File: src/rtl/resp_reply_tokenizer_top_macros.svh
// ---------------------------------------------------------------------------
// Assertion macros for the reply tokenizer
// Concurrent checks sampled on clk and disabled while rst_n is low.
// ---------------------------------------------------------------------------
`ifndef RESP_REPLY_TOKENIZER_TOP_MACROS_SVH
`define RESP_REPLY_TOKENIZER_TOP_MACROS_SVH

// Consequent must hold in the same cycle as the antecedent.
`define RRT_ASSERT_NOW(label, ante, cons, msg) \
    label: assert property (@(posedge clk) disable iff (!rst_n) (ante) |-> (cons)) \
        else $error(msg);

// Consequent must hold in the cycle after the antecedent.
`define RRT_ASSERT_NEXT(label, ante, cons, msg) \
    label: assert property (@(posedge clk) disable iff (!rst_n) (ante) |=> (cons)) \
        else $error(msg);

`endif

File: src/rtl/rrt_pkg.sv
// ---------------------------------------------------------------------------
// Reply tokenizer package
// Event and reply type codes, protocol byte constants, result word type.
// ---------------------------------------------------------------------------
package rrt_pkg;

    typedef enum logic [2:0] {
        EV_HEADER      = 3'd0,
        EV_LINE_START  = 3'd1,
        EV_CONTENT     = 3'd2,
        EV_REPLY_END   = 3'd3,
        EV_BAD_TYPE    = 3'd4
    } event_e;

    typedef enum logic [3:0] {
        RT_BULK      = 4'd0,
        RT_SIMPLE    = 4'd1,
        RT_ERROR     = 4'd2,
        RT_INTEGER   = 4'd3,
        RT_ARRAY     = 4'd4,
        RT_SET       = 4'd5,
        RT_MAP       = 4'd6,
        RT_BOOL      = 4'd7,
        RT_DOUBLE    = 4'd8,
        RT_NULL      = 4'd9,
        RT_BIGNUM    = 4'd10,
        RT_VERBATIM  = 4'd11,
        RT_ATTRIBUTE = 4'd12
    } rtype_e;

    localparam logic [7:0] CH_DOLLAR  = 8'h24;
    localparam logic [7:0] CH_PLUS    = 8'h2B;
    localparam logic [7:0] CH_MINUS   = 8'h2D;
    localparam logic [7:0] CH_COLON   = 8'h3A;
    localparam logic [7:0] CH_STAR    = 8'h2A;
    localparam logic [7:0] CH_TILDE   = 8'h7E;
    localparam logic [7:0] CH_PERCENT = 8'h25;
    localparam logic [7:0] CH_HASH    = 8'h23;
    localparam logic [7:0] CH_COMMA   = 8'h2C;
    localparam logic [7:0] CH_UNDER   = 8'h5F;
    localparam logic [7:0] CH_LPAREN  = 8'h28;
    localparam logic [7:0] CH_EQUAL   = 8'h3D;
    localparam logic [7:0] CH_PIPE    = 8'h7C;
    localparam logic [7:0] CH_LOWER_T = 8'h74;
    localparam logic [7:0] CH_CR      = 8'h0D;
    localparam logic [7:0] CH_ZERO    = 8'h30;
    localparam logic [7:0] CH_NINE    = 8'h39;

    localparam logic signed [63:0] NIL_LENGTH = -64'sd1;

    typedef struct packed {
        logic        known;
        rtype_e      rtype;
    } type_lookup_t;

    typedef struct packed {
        logic               valid;
        event_e             event_res;
        rtype_e             reply_type;
        logic signed [63:0] header_value;
        logic               is_nil;
        logic               header_completes;
        logic [7:0]         content_byte;
        logic               in_format;
        logic               bad_number;
    } rrt_result_t;

    // Map a type byte to its reply type.
    function automatic type_lookup_t type_lookup(input logic [7:0] b);
        type_lookup_t r;
        r.known = 1'b1;
        r.rtype = RT_BULK;
        unique case (b)
            CH_DOLLAR:  r.rtype = RT_BULK;
            CH_PLUS:    r.rtype = RT_SIMPLE;
            CH_MINUS:   r.rtype = RT_ERROR;
            CH_COLON:   r.rtype = RT_INTEGER;
            CH_STAR:    r.rtype = RT_ARRAY;
            CH_TILDE:   r.rtype = RT_SET;
            CH_PERCENT: r.rtype = RT_MAP;
            CH_HASH:    r.rtype = RT_BOOL;
            CH_COMMA:   r.rtype = RT_DOUBLE;
            CH_UNDER:   r.rtype = RT_NULL;
            CH_LPAREN:  r.rtype = RT_BIGNUM;
            CH_EQUAL:   r.rtype = RT_VERBATIM;
            CH_PIPE:    r.rtype = RT_ATTRIBUTE;
            default:    r.known = 1'b0;
        endcase
        return r;
    endfunction

endpackage

File: src/rtl/rrt_byte_if.sv
// ---------------------------------------------------------------------------
// Reply byte channel
// Valid/ready channel carrying one reply stream byte per word.
// ---------------------------------------------------------------------------
interface rrt_byte_if;

    logic       valid;
    logic       ready;
    logic [7:0] stream_byte;

    modport source (output valid, output stream_byte, input ready);
    modport sink   (input valid, input stream_byte, output ready);

endinterface

File: src/rtl/rrt_event_if.sv
// ---------------------------------------------------------------------------
// Tokenizer event channel
// Valid/ready channel carrying one tokenizer event per word.
// ---------------------------------------------------------------------------
interface rrt_event_if;

    logic               valid;
    logic               ready;
    logic [2:0]         event_res;
    logic [3:0]         reply_type;
    logic signed [63:0] header_value;
    logic               is_nil;
    logic               header_completes;
    logic [7:0]         content_byte;
    logic               in_format;
    logic               bad_number;

    modport source (
        output valid, output event_res, output reply_type, output header_value,
        output is_nil, output header_completes, output content_byte,
        output in_format, output bad_number, input ready
    );
    modport sink (
        input valid, input event_res, input reply_type, input header_value,
        input is_nil, input header_completes, input content_byte,
        input in_format, input bad_number, output ready
    );

endinterface

File: src/rtl/rrt_core.sv
// ---------------------------------------------------------------------------
// Reply tokenizer core
// Parser state and the per-byte next-state and event logic.
// ---------------------------------------------------------------------------
module rrt_core #(
    parameter int LENGTH_BITS = 32
) (
    input  logic                clk,
    input  logic                rst_n,
    input  logic                step,
    input  logic [7:0]          stream_byte,
    output rrt_pkg::rrt_result_t result
);
    import rrt_pkg::*;

    typedef enum logic [3:0] {
        PH_IDLE       = 4'd0,
        PH_NUM_FIRST  = 4'd1,
        PH_NUM_SIGN   = 4'd2,
        PH_NUM_ZERO   = 4'd3,
        PH_NUM_DIGITS = 4'd4,
        PH_NUM_LF     = 4'd5,
        PH_LINE       = 4'd6,
        PH_LINE_LF    = 4'd7,
        PH_TAIL_FIRST = 4'd8,
        PH_TAIL       = 4'd9,
        PH_TAIL_LF    = 4'd10,
        PH_BODY       = 4'd11,
        PH_BODY_CR    = 4'd12,
        PH_BODY_LF    = 4'd13
    } phase_e;

    localparam logic [63:0] LenMax = 64'((65'd1 << LENGTH_BITS) - 65'd1);
    localparam logic [67:0] PosLimit = 68'h0_7FFF_FFFF_FFFF_FFFF;
    localparam logic [67:0] NegLimit = 68'h0_8000_0000_0000_0000;

    phase_e                 phase_reg, phase_next;
    rtype_e                 type_reg, type_next;
    logic [63:0]            accum_reg, accum_next;
    logic                   neg_reg, neg_next;
    logic                   invalid_reg, invalid_next;
    logic [LENGTH_BITS-1:0] left_reg, left_next;
    logic [2:0]             fmt_idx_reg, fmt_idx_next;
    logic                   seen_true_reg, seen_true_next;

    logic                   is_digit;
    logic [3:0]             digit_val;
    logic [67:0]            acc_scaled;
    logic                   acc_overflow;
    type_lookup_t           lookup;
    logic                   number_ok;
    logic                   minus_one;
    logic signed [63:0]     number_val;
    logic [LENGTH_BITS-1:0] left_dec;
    logic                   fmt_flag;

    // accum*10 + digit as two shifts and two adds; overflow is a compare against the limit
    assign is_digit     = (stream_byte >= CH_ZERO) && (stream_byte <= CH_NINE);
    assign digit_val    = stream_byte[3:0];
    assign acc_scaled   = ({4'd0, accum_reg} << 3) + ({4'd0, accum_reg} << 1)
                        + {64'd0, digit_val};
    assign acc_overflow = acc_scaled > (neg_reg ? NegLimit : PosLimit);

    assign lookup     = type_lookup(stream_byte);
    assign number_ok  = !invalid_reg;
    assign minus_one  = number_ok && neg_reg && (accum_reg == 64'd1);
    assign number_val = !number_ok ? 64'sd0
                      : (neg_reg ? $signed(64'd0 - accum_reg) : $signed(accum_reg));
    assign left_dec   = left_reg - LENGTH_BITS'(1);
    assign fmt_flag   = (type_reg == RT_VERBATIM) && (fmt_idx_reg < 3'd4);

    always_comb
    begin
        phase_next     = phase_reg;
        type_next      = type_reg;
        accum_next     = accum_reg;
        neg_next       = neg_reg;
        invalid_next   = invalid_reg;
        left_next      = left_reg;
        fmt_idx_next   = fmt_idx_reg;
        seen_true_next = seen_true_reg;
        result            = '0;
        result.reply_type = type_reg;

        unique case (phase_reg)
            PH_NUM_FIRST, PH_NUM_SIGN, PH_NUM_ZERO, PH_NUM_DIGITS:
            begin
                priority if (stream_byte == CH_CR)
                begin
                    if (phase_reg == PH_NUM_FIRST || phase_reg == PH_NUM_SIGN)
                        invalid_next = 1'b1;
                    phase_next = PH_NUM_LF;
                end
                else if (invalid_reg)
                    phase_next = PH_NUM_DIGITS;
                else if (phase_reg == PH_NUM_FIRST && stream_byte == CH_MINUS)
                begin
                    neg_next   = 1'b1;
                    phase_next = PH_NUM_SIGN;
                end
                else if (phase_reg == PH_NUM_FIRST && stream_byte == CH_ZERO)
                    phase_next = PH_NUM_ZERO;
                else if (is_digit && phase_reg != PH_NUM_ZERO
                         && (phase_reg == PH_NUM_DIGITS || digit_val != 4'd0))
                begin
                    if (acc_overflow)
                        invalid_next = 1'b1;
                    else
                        accum_next = acc_scaled[63:0];
                    phase_next = PH_NUM_DIGITS;
                end
                else
                begin
                    invalid_next = 1'b1;
                    phase_next   = PH_NUM_DIGITS;
                end
            end

            PH_NUM_LF:
            begin
                phase_next          = PH_IDLE;
                result.valid        = 1'b1;
                result.event_res    = EV_HEADER;
                result.header_value = number_val;
                priority if (type_reg == RT_INTEGER)
                begin
                    result.header_completes = 1'b1;
                    result.bad_number       = !number_ok;
                end
                else if (type_reg == RT_BULK || type_reg == RT_VERBATIM)
                begin
                    priority if (type_reg == RT_BULK && minus_one)
                    begin
                        result.is_nil           = 1'b1;
                        result.header_completes = 1'b1;
                    end
                    else if (!number_ok || neg_reg || accum_reg > LenMax)
                    begin
                        result.header_completes = 1'b1;
                        result.bad_number       = 1'b1;
                    end
                    else
                    begin
                        left_next    = accum_reg[LENGTH_BITS-1:0];
                        fmt_idx_next = 3'd0;
                        phase_next   = (accum_reg != 64'd0) ? PH_BODY : PH_BODY_CR;
                    end
                end
                else if (type_reg == RT_ARRAY && minus_one)
                begin
                    result.is_nil           = 1'b1;
                    result.header_completes = 1'b1;
                end
                else
                begin
                    result.header_completes = 1'b1;
                    result.bad_number       = !number_ok || neg_reg;
                end
            end

            PH_LINE:
            begin
                if (stream_byte == CH_CR)
                    phase_next = PH_LINE_LF;
                else
                begin
                    result.valid        = 1'b1;
                    result.event_res    = EV_CONTENT;
                    result.content_byte = stream_byte;
                end
            end

            PH_LINE_LF, PH_BODY_LF:
            begin
                phase_next       = PH_IDLE;
                result.valid     = 1'b1;
                result.event_res = EV_REPLY_END;
            end

            PH_TAIL_FIRST:
            begin
                if (stream_byte == CH_CR)
                    phase_next = PH_TAIL_LF;
                else
                begin
                    seen_true_next = (stream_byte == CH_LOWER_T);
                    phase_next     = PH_TAIL;
                end
            end

            PH_TAIL:
            begin
                if (stream_byte == CH_CR)
                    phase_next = PH_TAIL_LF;
            end

            PH_TAIL_LF:
            begin
                phase_next              = PH_IDLE;
                result.valid            = 1'b1;
                result.event_res        = EV_HEADER;
                result.header_completes = 1'b1;
                result.header_value     = {63'd0, (type_reg == RT_BOOL) && seen_true_reg};
            end

            PH_BODY:
            begin
                if (fmt_flag)
                    fmt_idx_next = fmt_idx_reg + 3'd1;
                left_next = left_dec;
                if (left_dec == '0)
                    phase_next = PH_BODY_CR;
                result.valid        = 1'b1;
                result.event_res    = EV_CONTENT;
                result.content_byte = stream_byte;
                result.in_format    = fmt_flag;
            end

            PH_BODY_CR:
                phase_next = PH_BODY_LF;

            // idle, and any unused phase code: decode a type byte
            default:
            begin
                phase_next = PH_IDLE;
                if (!lookup.known)
                begin
                    result.valid      = 1'b1;
                    result.event_res  = EV_BAD_TYPE;
                    result.reply_type = RT_BULK;
                end
                else
                begin
                    type_next      = lookup.rtype;
                    accum_next     = 64'd0;
                    neg_next       = 1'b0;
                    invalid_next   = 1'b0;
                    seen_true_next = 1'b0;
                    unique case (lookup.rtype)
                        RT_SIMPLE, RT_ERROR, RT_DOUBLE, RT_BIGNUM:
                        begin
                            phase_next        = PH_LINE;
                            result.valid      = 1'b1;
                            result.event_res  = EV_LINE_START;
                            result.reply_type = lookup.rtype;
                        end
                        RT_BOOL: phase_next = PH_TAIL_FIRST;
                        RT_NULL: phase_next = PH_TAIL;
                        default: phase_next = PH_NUM_FIRST;
                    endcase
                end
            end
        endcase
    end

    always_ff @(posedge clk or negedge rst_n)
    begin
        if (!rst_n)
        begin
            phase_reg     <= PH_IDLE;
            type_reg      <= RT_BULK;
            accum_reg     <= 64'd0;
            neg_reg       <= 1'b0;
            invalid_reg   <= 1'b0;
            left_reg      <= '0;
            fmt_idx_reg   <= 3'd0;
            seen_true_reg <= 1'b0;
        end
        else if (step)
        begin
            phase_reg     <= phase_next;
            type_reg      <= type_next;
            accum_reg     <= accum_next;
            neg_reg       <= neg_next;
            invalid_reg   <= invalid_next;
            left_reg      <= left_next;
            fmt_idx_reg   <= fmt_idx_next;
            seen_true_reg <= seen_true_next;
        end
    end

endmodule

File: src/rtl/resp_reply_tokenizer_top.sv
// ---------------------------------------------------------------------------
// RESP2/RESP3 reply tokenizer, top level
// Turns a reply byte stream into header, text, content, end and error events.
// ---------------------------------------------------------------------------
// The tokenizer takes one reply byte per cycle on the stream channel while
// no blocked event holds it, and gives at most one event per byte on the
// events channel. Every byte passes an input register, parser logic that
// updates the state and forms the event, and an output register. A new byte
// is taken while the last event is still registered, so the unstalled rate
// is one byte per clock. The cycle budget is set by the multiply-by-ten
// accumulate and overflow compare of the 64-bit header number. Bytes that
// give no event (line ends, number digits) pass without touching the output
// register. When an event waits in the output register, the next byte is
// still taken and only stalls if it too yields an event. Aggregate headers
// report their element count only; nesting is tracked by the consumer.
// Bulk and verbatim lengths above 2^LENGTH_BITS-1 are flagged as bad numbers.
// stream.ready depends combinationally on events.ready.
// ---------------------------------------------------------------------------
`include "resp_reply_tokenizer_top_macros.svh"

module resp_reply_tokenizer_top #(
    parameter int LENGTH_BITS = 32
) (
    input  logic                clk,
    input  logic                rst_n,
    rrt_byte_if.sink            stream,
    rrt_event_if.source         events
);
    import rrt_pkg::*;

    logic        in_valid_reg, in_valid_next;
    logic [7:0]  in_byte_reg;
    logic        out_valid_reg, out_valid_next;
    rrt_result_t out_data_reg;

    rrt_result_t core_result;
    logic        advance;

    // Advance the held byte unless it makes an event and the output is full and stalled.
    assign advance = in_valid_reg
                   && (!core_result.valid || !out_valid_reg || events.ready);

    assign stream.ready = !in_valid_reg || advance;

    rrt_core #(
        .LENGTH_BITS (LENGTH_BITS)
    ) u_core (
        .clk         (clk),
        .rst_n       (rst_n),
        .step        (advance),
        .stream_byte (in_byte_reg),
        .result      (core_result)
    );

    always_comb
    begin
        in_valid_next = stream.valid || (in_valid_reg && !advance);
        priority if (advance && core_result.valid)
            out_valid_next = 1'b1;
        else if (events.ready)
            out_valid_next = 1'b0;
        else
            out_valid_next = out_valid_reg;
    end

    always_ff @(posedge clk or negedge rst_n)
    begin
        if (!rst_n)
        begin
            in_valid_reg  <= 1'b0;
            out_valid_reg <= 1'b0;
        end
        else
        begin
            in_valid_reg  <= in_valid_next;
            out_valid_reg <= out_valid_next;
        end
    end

    // Payload registers: load the byte on accept, the event when it is produced.
    always_ff @(posedge clk)
    begin
        if (stream.valid && stream.ready)
            in_byte_reg <= stream.stream_byte;
        if (advance && core_result.valid)
            out_data_reg <= core_result;
    end

    assign events.valid            = out_valid_reg;
    assign events.event_res        = out_data_reg.event_res;
    assign events.reply_type       = out_data_reg.reply_type;
    assign events.header_value     = out_data_reg.header_value;
    assign events.is_nil           = out_data_reg.is_nil;
    assign events.header_completes = out_data_reg.header_completes;
    assign events.content_byte     = out_data_reg.content_byte;
    assign events.in_format        = out_data_reg.in_format;
    assign events.bad_number       = out_data_reg.bad_number;

    // Only header words carry a value or error flag.
    `RRT_ASSERT_NOW(a_value_only_on_header,
        out_valid_reg && out_data_reg.event_res != EV_HEADER,
        out_data_reg.header_value == 64'sd0 && !out_data_reg.bad_number,
        "header value or bad number on a non-header word")

    // Format flag only on verbatim content bytes.
    `RRT_ASSERT_NOW(a_format_on_verbatim,
        out_valid_reg && out_data_reg.in_format,
        out_data_reg.event_res == EV_CONTENT && out_data_reg.reply_type == RT_VERBATIM,
        "format flag outside verbatim content")

    // A nil header carries length -1 and ends its reply.
    `RRT_ASSERT_NOW(a_nil_is_minus_one,
        out_valid_reg && out_data_reg.is_nil,
        out_data_reg.header_value == NIL_LENGTH && out_data_reg.header_completes,
        "nil header without length -1 or completion")

    // A byte whose event is blocked stays in the input register.
    `RRT_ASSERT_NEXT(a_hold_blocked_byte,
        in_valid_reg && core_result.valid && out_valid_reg && !events.ready,
        in_valid_reg && $stable(in_byte_reg),
        "blocked byte dropped from input register")

endmodule

File: src/flat_wrapper.sv
// flat-port wrapper written by rule: the top's interface ports become plain ports
module resp_reply_tokenizer_top_flat import rrt_pkg::*;
#(
    parameter int LENGTH_BITS = 32
)
  (clk, rst_n, stream_valid, stream_stream_byte, stream_ready, events_valid, events_event_res, events_reply_type, events_header_value, events_is_nil, events_header_completes, events_content_byte, events_in_format, events_bad_number, events_ready);
  rrt_byte_if stream_i ();
  rrt_event_if events_i ();
  input  logic clk;
  input  logic rst_n;
  input wire logic [$bits(stream_i.valid)-1:0] stream_valid;
  input wire logic [$bits(stream_i.stream_byte)-1:0] stream_stream_byte;
  output wire logic [$bits(stream_i.ready)-1:0] stream_ready;
  output wire logic [$bits(events_i.valid)-1:0] events_valid;
  output wire logic [$bits(events_i.event_res)-1:0] events_event_res;
  output wire logic [$bits(events_i.reply_type)-1:0] events_reply_type;
  output wire logic [$bits(events_i.header_value)-1:0] events_header_value;
  output wire logic [$bits(events_i.is_nil)-1:0] events_is_nil;
  output wire logic [$bits(events_i.header_completes)-1:0] events_header_completes;
  output wire logic [$bits(events_i.content_byte)-1:0] events_content_byte;
  output wire logic [$bits(events_i.in_format)-1:0] events_in_format;
  output wire logic [$bits(events_i.bad_number)-1:0] events_bad_number;
  input wire logic [$bits(events_i.ready)-1:0] events_ready;
  assign stream_i.valid = stream_valid;
  assign stream_i.stream_byte = stream_stream_byte;
  assign stream_ready = stream_i.ready;
  assign events_valid = events_i.valid;
  assign events_event_res = events_i.event_res;
  assign events_reply_type = events_i.reply_type;
  assign events_header_value = events_i.header_value;
  assign events_is_nil = events_i.is_nil;
  assign events_header_completes = events_i.header_completes;
  assign events_content_byte = events_i.content_byte;
  assign events_in_format = events_i.in_format;
  assign events_bad_number = events_i.bad_number;
  assign events_i.ready = events_ready;
  resp_reply_tokenizer_top #(.LENGTH_BITS(LENGTH_BITS)) u_core (.clk(clk), .rst_n(rst_n), .stream(stream_i), .events(events_i));
endmodule
File: config.mk
export PLATFORM = sky130hd
export DESIGN_NAME = resp_reply_tokenizer_top_flat
export DESIGN_NICKNAME = d
export VERILOG_FILES = /design/src/rtl/rrt_pkg.sv /design/src/rtl/rrt_byte_if.sv /design/src/rtl/rrt_event_if.sv /design/src/rtl/rrt_core.sv /design/src/rtl/resp_reply_tokenizer_top.sv /design/src/flat_wrapper.sv
export VERILOG_INCLUDE_DIRS = /design/src /design/src/rtl
export SDC_FILE = /design/constraint.sdc
export NUM_CORES = 1
export LEC_CHECK = 0
export ABC_CLOCK_PERIOD_IN_PS = 6170
export BUFFER_PORTS_ARGS = -buffer_cell sky130_fd_sc_hd__buf_2
export CORE_MARGIN = 8
export CORE_UTILIZATION = 47
export DETAILED_ROUTE_END_ITERATION = 16
export PLACE_DENSITY = 0.66
export SYNTH_ARGS = -nofsm -noshare
export SYNTH_HDL_FRONTEND = slang
export SYNTH_SLANG_ARGS = --single-unit
File: constraint.sdc
create_clock -name clk -period 6.17 [get_ports clk]
set_clock_uncertainty 0.2 [all_clocks]
set_input_delay 1.234 -clock clk [delete_from_list [all_inputs] [get_ports clk]]
set_output_delay 1.234 -clock clk [all_outputs]
set_load 0.005 [all_outputs]
==> impl_metrics.yaml <==
synth:
  number_of_synthesized_flops_with_an_enable_pin: 91
  total_number_of_yosys_warnings: 0
  synthArstFlopShare_pct: 55.2
  ys_seq_elements: 203
  syn_area_per_cell_um2: 8.33
  yosys_most_used_dff: "sky130_fd_sc_hd__dfrtp_1"
  post_synth_main_area_contributors: "sky130_fd_sc_hd__dfrtp_1 (15%), sky130_fd_sc_hd__edfxtp_1 (15%), sky130_fd_sc_hd__ha_1 (13%)"
  postSynthCellCount: 2230
  yosysSeqAreaShare_pct: 29.8
  synthesis.nets: 2440
  syn_area_um2: 18600
  synthDominantAreaCellType: "sky130_fd_sc_hd__dfrtp_1"
  synth_top_area_share_pct: 15.1
  synth.lib_cells_used.distinct: 98
floorplanning:
  floorplan_row_count: 73
  starting_density_of_the_core_pct: 47.2
  dieHeight_um: 215
  chip_width_um: 215
  core_area_um2: 39400
  floorplan.io_pins: 97
  die-area_um2: 46100
cts:
  tritoncts: "done"
  numCtsBuffers: 22
  insertion_delay_ps: 530
  cts.hold.buffers_added: 0
  clock_sinks: 203
  htree_levels: 1
  cts.reportedPaths.clkPinSlew_ps: 60
  deepest_clock_path_buffer_count: 3
  clockRootBuffer: "sky130_fd_sc_hd__clkbuf_16"
cells_and_area:
  post-route-util_pct: 53.9
  area_delta_synth_final_pct: 14.2
  post_route_cells_drive_above_1_share_pct: 15.3
  final_nets: 2541
  most-common-layout-cells: "sky130_fd_sc_hd__nand2_1 (241), sky130_fd_sc_hd__nor2_1 (202), sky130_fd_sc_hd__ha_1 (190)"
  most_common_cell_after_layout_fill_and_taps_aside: "sky130_fd_sc_hd__nand2_1"
global_route:
  vias_in_the_first_global_route: 16900
  initial_antenna_violation_count: 1
  globalRoute.totalOverflow: 0
  pin_count_of_the_biggest_net_entering_global_routing: 98
  grt.total_usage_pct: 24.5
  grt_first_pass_wirelength_um: 94100
placed_design:
  hpwlAfterDp_um: 44700
  gp_congestion: 0.948
  port_buffers: 96
worst_setup_path:
  worst-setup-path-type: "register to register"
  endpoint_kind: "register"
  cp.arrival_ps: 6230
  worstPathMaxFanout: 10
  worst_ep_required_time_ps: 6370
  crit_path_start_kind: "register"
outcome:
  run_status: "finished clean"
routing:
  wl_per_cell_um: 21.1
  drc: 0
  vias: 18200
  drtAntennaViolNets: 0
  wirelength_um: 60700
  drt-initial-drc-count: 1956
  detail_route.vias_per_cell: 6.32
  drtPass1Iterations: 6
flow_run:
  timing.max_cap.violations: 0
hold_path:
  hp-class: "register to register"
timing:
  timing_hold_violations_final: 0
  worst_slew_margin_pct: 22.1
  finalMaxSlewViolations: 0
  layout_min_cycle_time_ps: 6030
  clock.fmax_mhz: 166
  period_share_pct: 97.8
  worstMarginPinSlew_ps: 1170
  finalSetupViolCount: 0
==> critical path: stages (launching register included) <==
cell and delay (ps):
sky130_fd_sc_hd__edfxtp_1 450, sky130_fd_sc_hd__ha_1 310, sky130_fd_sc_hd__ha_2 190, sky130_fd_sc_hd__inv_1 70, sky130_fd_sc_hd__fa_2 400, sky130_fd_sc_hd__nor2b_2 140, sky130_fd_sc_hd__o211a_1 250, sky130_fd_sc_hd__o31a_1 280
sky130_fd_sc_hd__o2111ai_2 180, sky130_fd_sc_hd__o31ai_2 340, sky130_fd_sc_hd__buf_4 230, sky130_fd_sc_hd__a21bo_2 180, sky130_fd_sc_hd__xor2_2 200, sky130_fd_sc_hd__ha_1 260, sky130_fd_sc_hd__nand4_1 160, sky130_fd_sc_hd__nor3_1 70
sky130_fd_sc_hd__a221oi_1 280, sky130_fd_sc_hd__nand4_1 130, sky130_fd_sc_hd__a21oi_1 120, sky130_fd_sc_hd__o21ai_1 120, sky130_fd_sc_hd__a32oi_2 250, sky130_fd_sc_hd__o2111ai_2 200, sky130_fd_sc_hd__buf_6 180, sky130_fd_sc_hd__nor3_4 260
sky130_fd_sc_hd__buf_6 190, sky130_fd_sc_hd__buf_12 150, sky130_fd_sc_hd__o211ai_1 110
==> kinds of logic (layout without fill, tap and decap cells) <==
family | after synthesis | count (layout) | share of synthesized area (%)
mux | 13 | 13 | 0.741
xor+xnor | 119 | 119 | 5.61
flops | 203 | 203 | 29.8
simple gates | 853 | 853 | 23.4
fa+ha+maj | 198 | 198 | 13.4
compound gates | 653 | 653 | 22.7
other cells | 0 | 2 | 0
buf+inv | 191 | 308 | 4.37
==> synth_stat cells, types with 38 or more instances <==
cell and count:
sky130_fd_sc_hd__a21oi_1 173, sky130_fd_sc_hd__a32oi_1 49, sky130_fd_sc_hd__and4_1 42, sky130_fd_sc_hd__clkbuf_1 98, sky130_fd_sc_hd__dfrtp_1 112, sky130_fd_sc_hd__edfxtp_1 91, sky130_fd_sc_hd__ha_1 196, sky130_fd_sc_hd__inv_1 53
sky130_fd_sc_hd__nand2_1 242, sky130_fd_sc_hd__nand3_1 59, sky130_fd_sc_hd__nand4_1 48, sky130_fd_sc_hd__nor2_1 205, sky130_fd_sc_hd__nor3_1 66, sky130_fd_sc_hd__o21ai_0 152, sky130_fd_sc_hd__o21ai_1 38, sky130_fd_sc_hd__xor2_1 84
==> metrics by stage <==
stage | area [µm²] | setup TNS [ps] | cells | worst slack, ps | hold slack, ps
final | 21200 | 0 | 2874 | 136 | 305
after global placement | 19900 | 0 | 2810 | 139 | 270
after global routing | 21200 | -2190 | 2873 | -96.2 | 333
after detailed placement | 19900 | 0 | 2810 | 112 | 291
after floorplan | 18600 | 0 | 2230 | 563 | 254
after CTS | 20700 | 0 | 2850 | 102 | 305
==> area by class of cell <==
cell class | instances | area, µm²
Clock buffer | 28 | 624
Fill cell | 3671 | 18200
Sequential cell | 203 | 5540
Timing Repair Buffer | 214 | 1490
Clock inverter | 12 | 166
Multi-Input combinational cell | 1836 | 12500
Inverter | 54 | 203
Antenna cell | 2 | 5.00
Tap cell | 525 | 657
==> metal layers <==
| metal | GRT usage, % | vias up | share of wire (%) |
|---|---|---|---|
| li1 | - | 8611 | - |
| met1 | 34.1 | 8725 | 44 |
| met2 | 40.2 | 746 | 46 |
| met3 | 2.99 | 84 | 7.5 |
| met4 | 5.42 | 0 | 2.1 |
| met5 | 0 | - | 0 |
==> path summary, 6_finish.rpt <==
check / slack [ps] / cells after the start / end / from
hold reg to reg: 310 / 2 / u_core.u_core.fmt_idx_reg[1] / u_core.u_core.fmt_idx_reg[1]
hold / removal: 310 / 2 / u_core.u_core.fmt_idx_reg[1] / u_core.u_core.fmt_idx_reg[1]
setup reg to reg: 140 / 26 / u_core.u_core.accum_reg[12] / u_core.in_byte_reg[2]
setup / recovery: 140 / 26 / u_core.u_core.accum_reg[12] / u_core.in_byte_reg[2]
min in group asynchronous: 650 / 1 / u_core.events.valid / rst_n
max in group asynchronous: 3880 / 2 / u_core.u_core.neg_reg / rst_n
==> what timing repair did <==
action | CTS | global route
gates resized for setup | 0 | 70
endpoints found under the setup margin | 0 | 65
setup buffers | 0 | 17
Power is left out: the tool's default activity adds up to more than one toggle a clock period on the data nets, which glitch-free logic cannot reach.
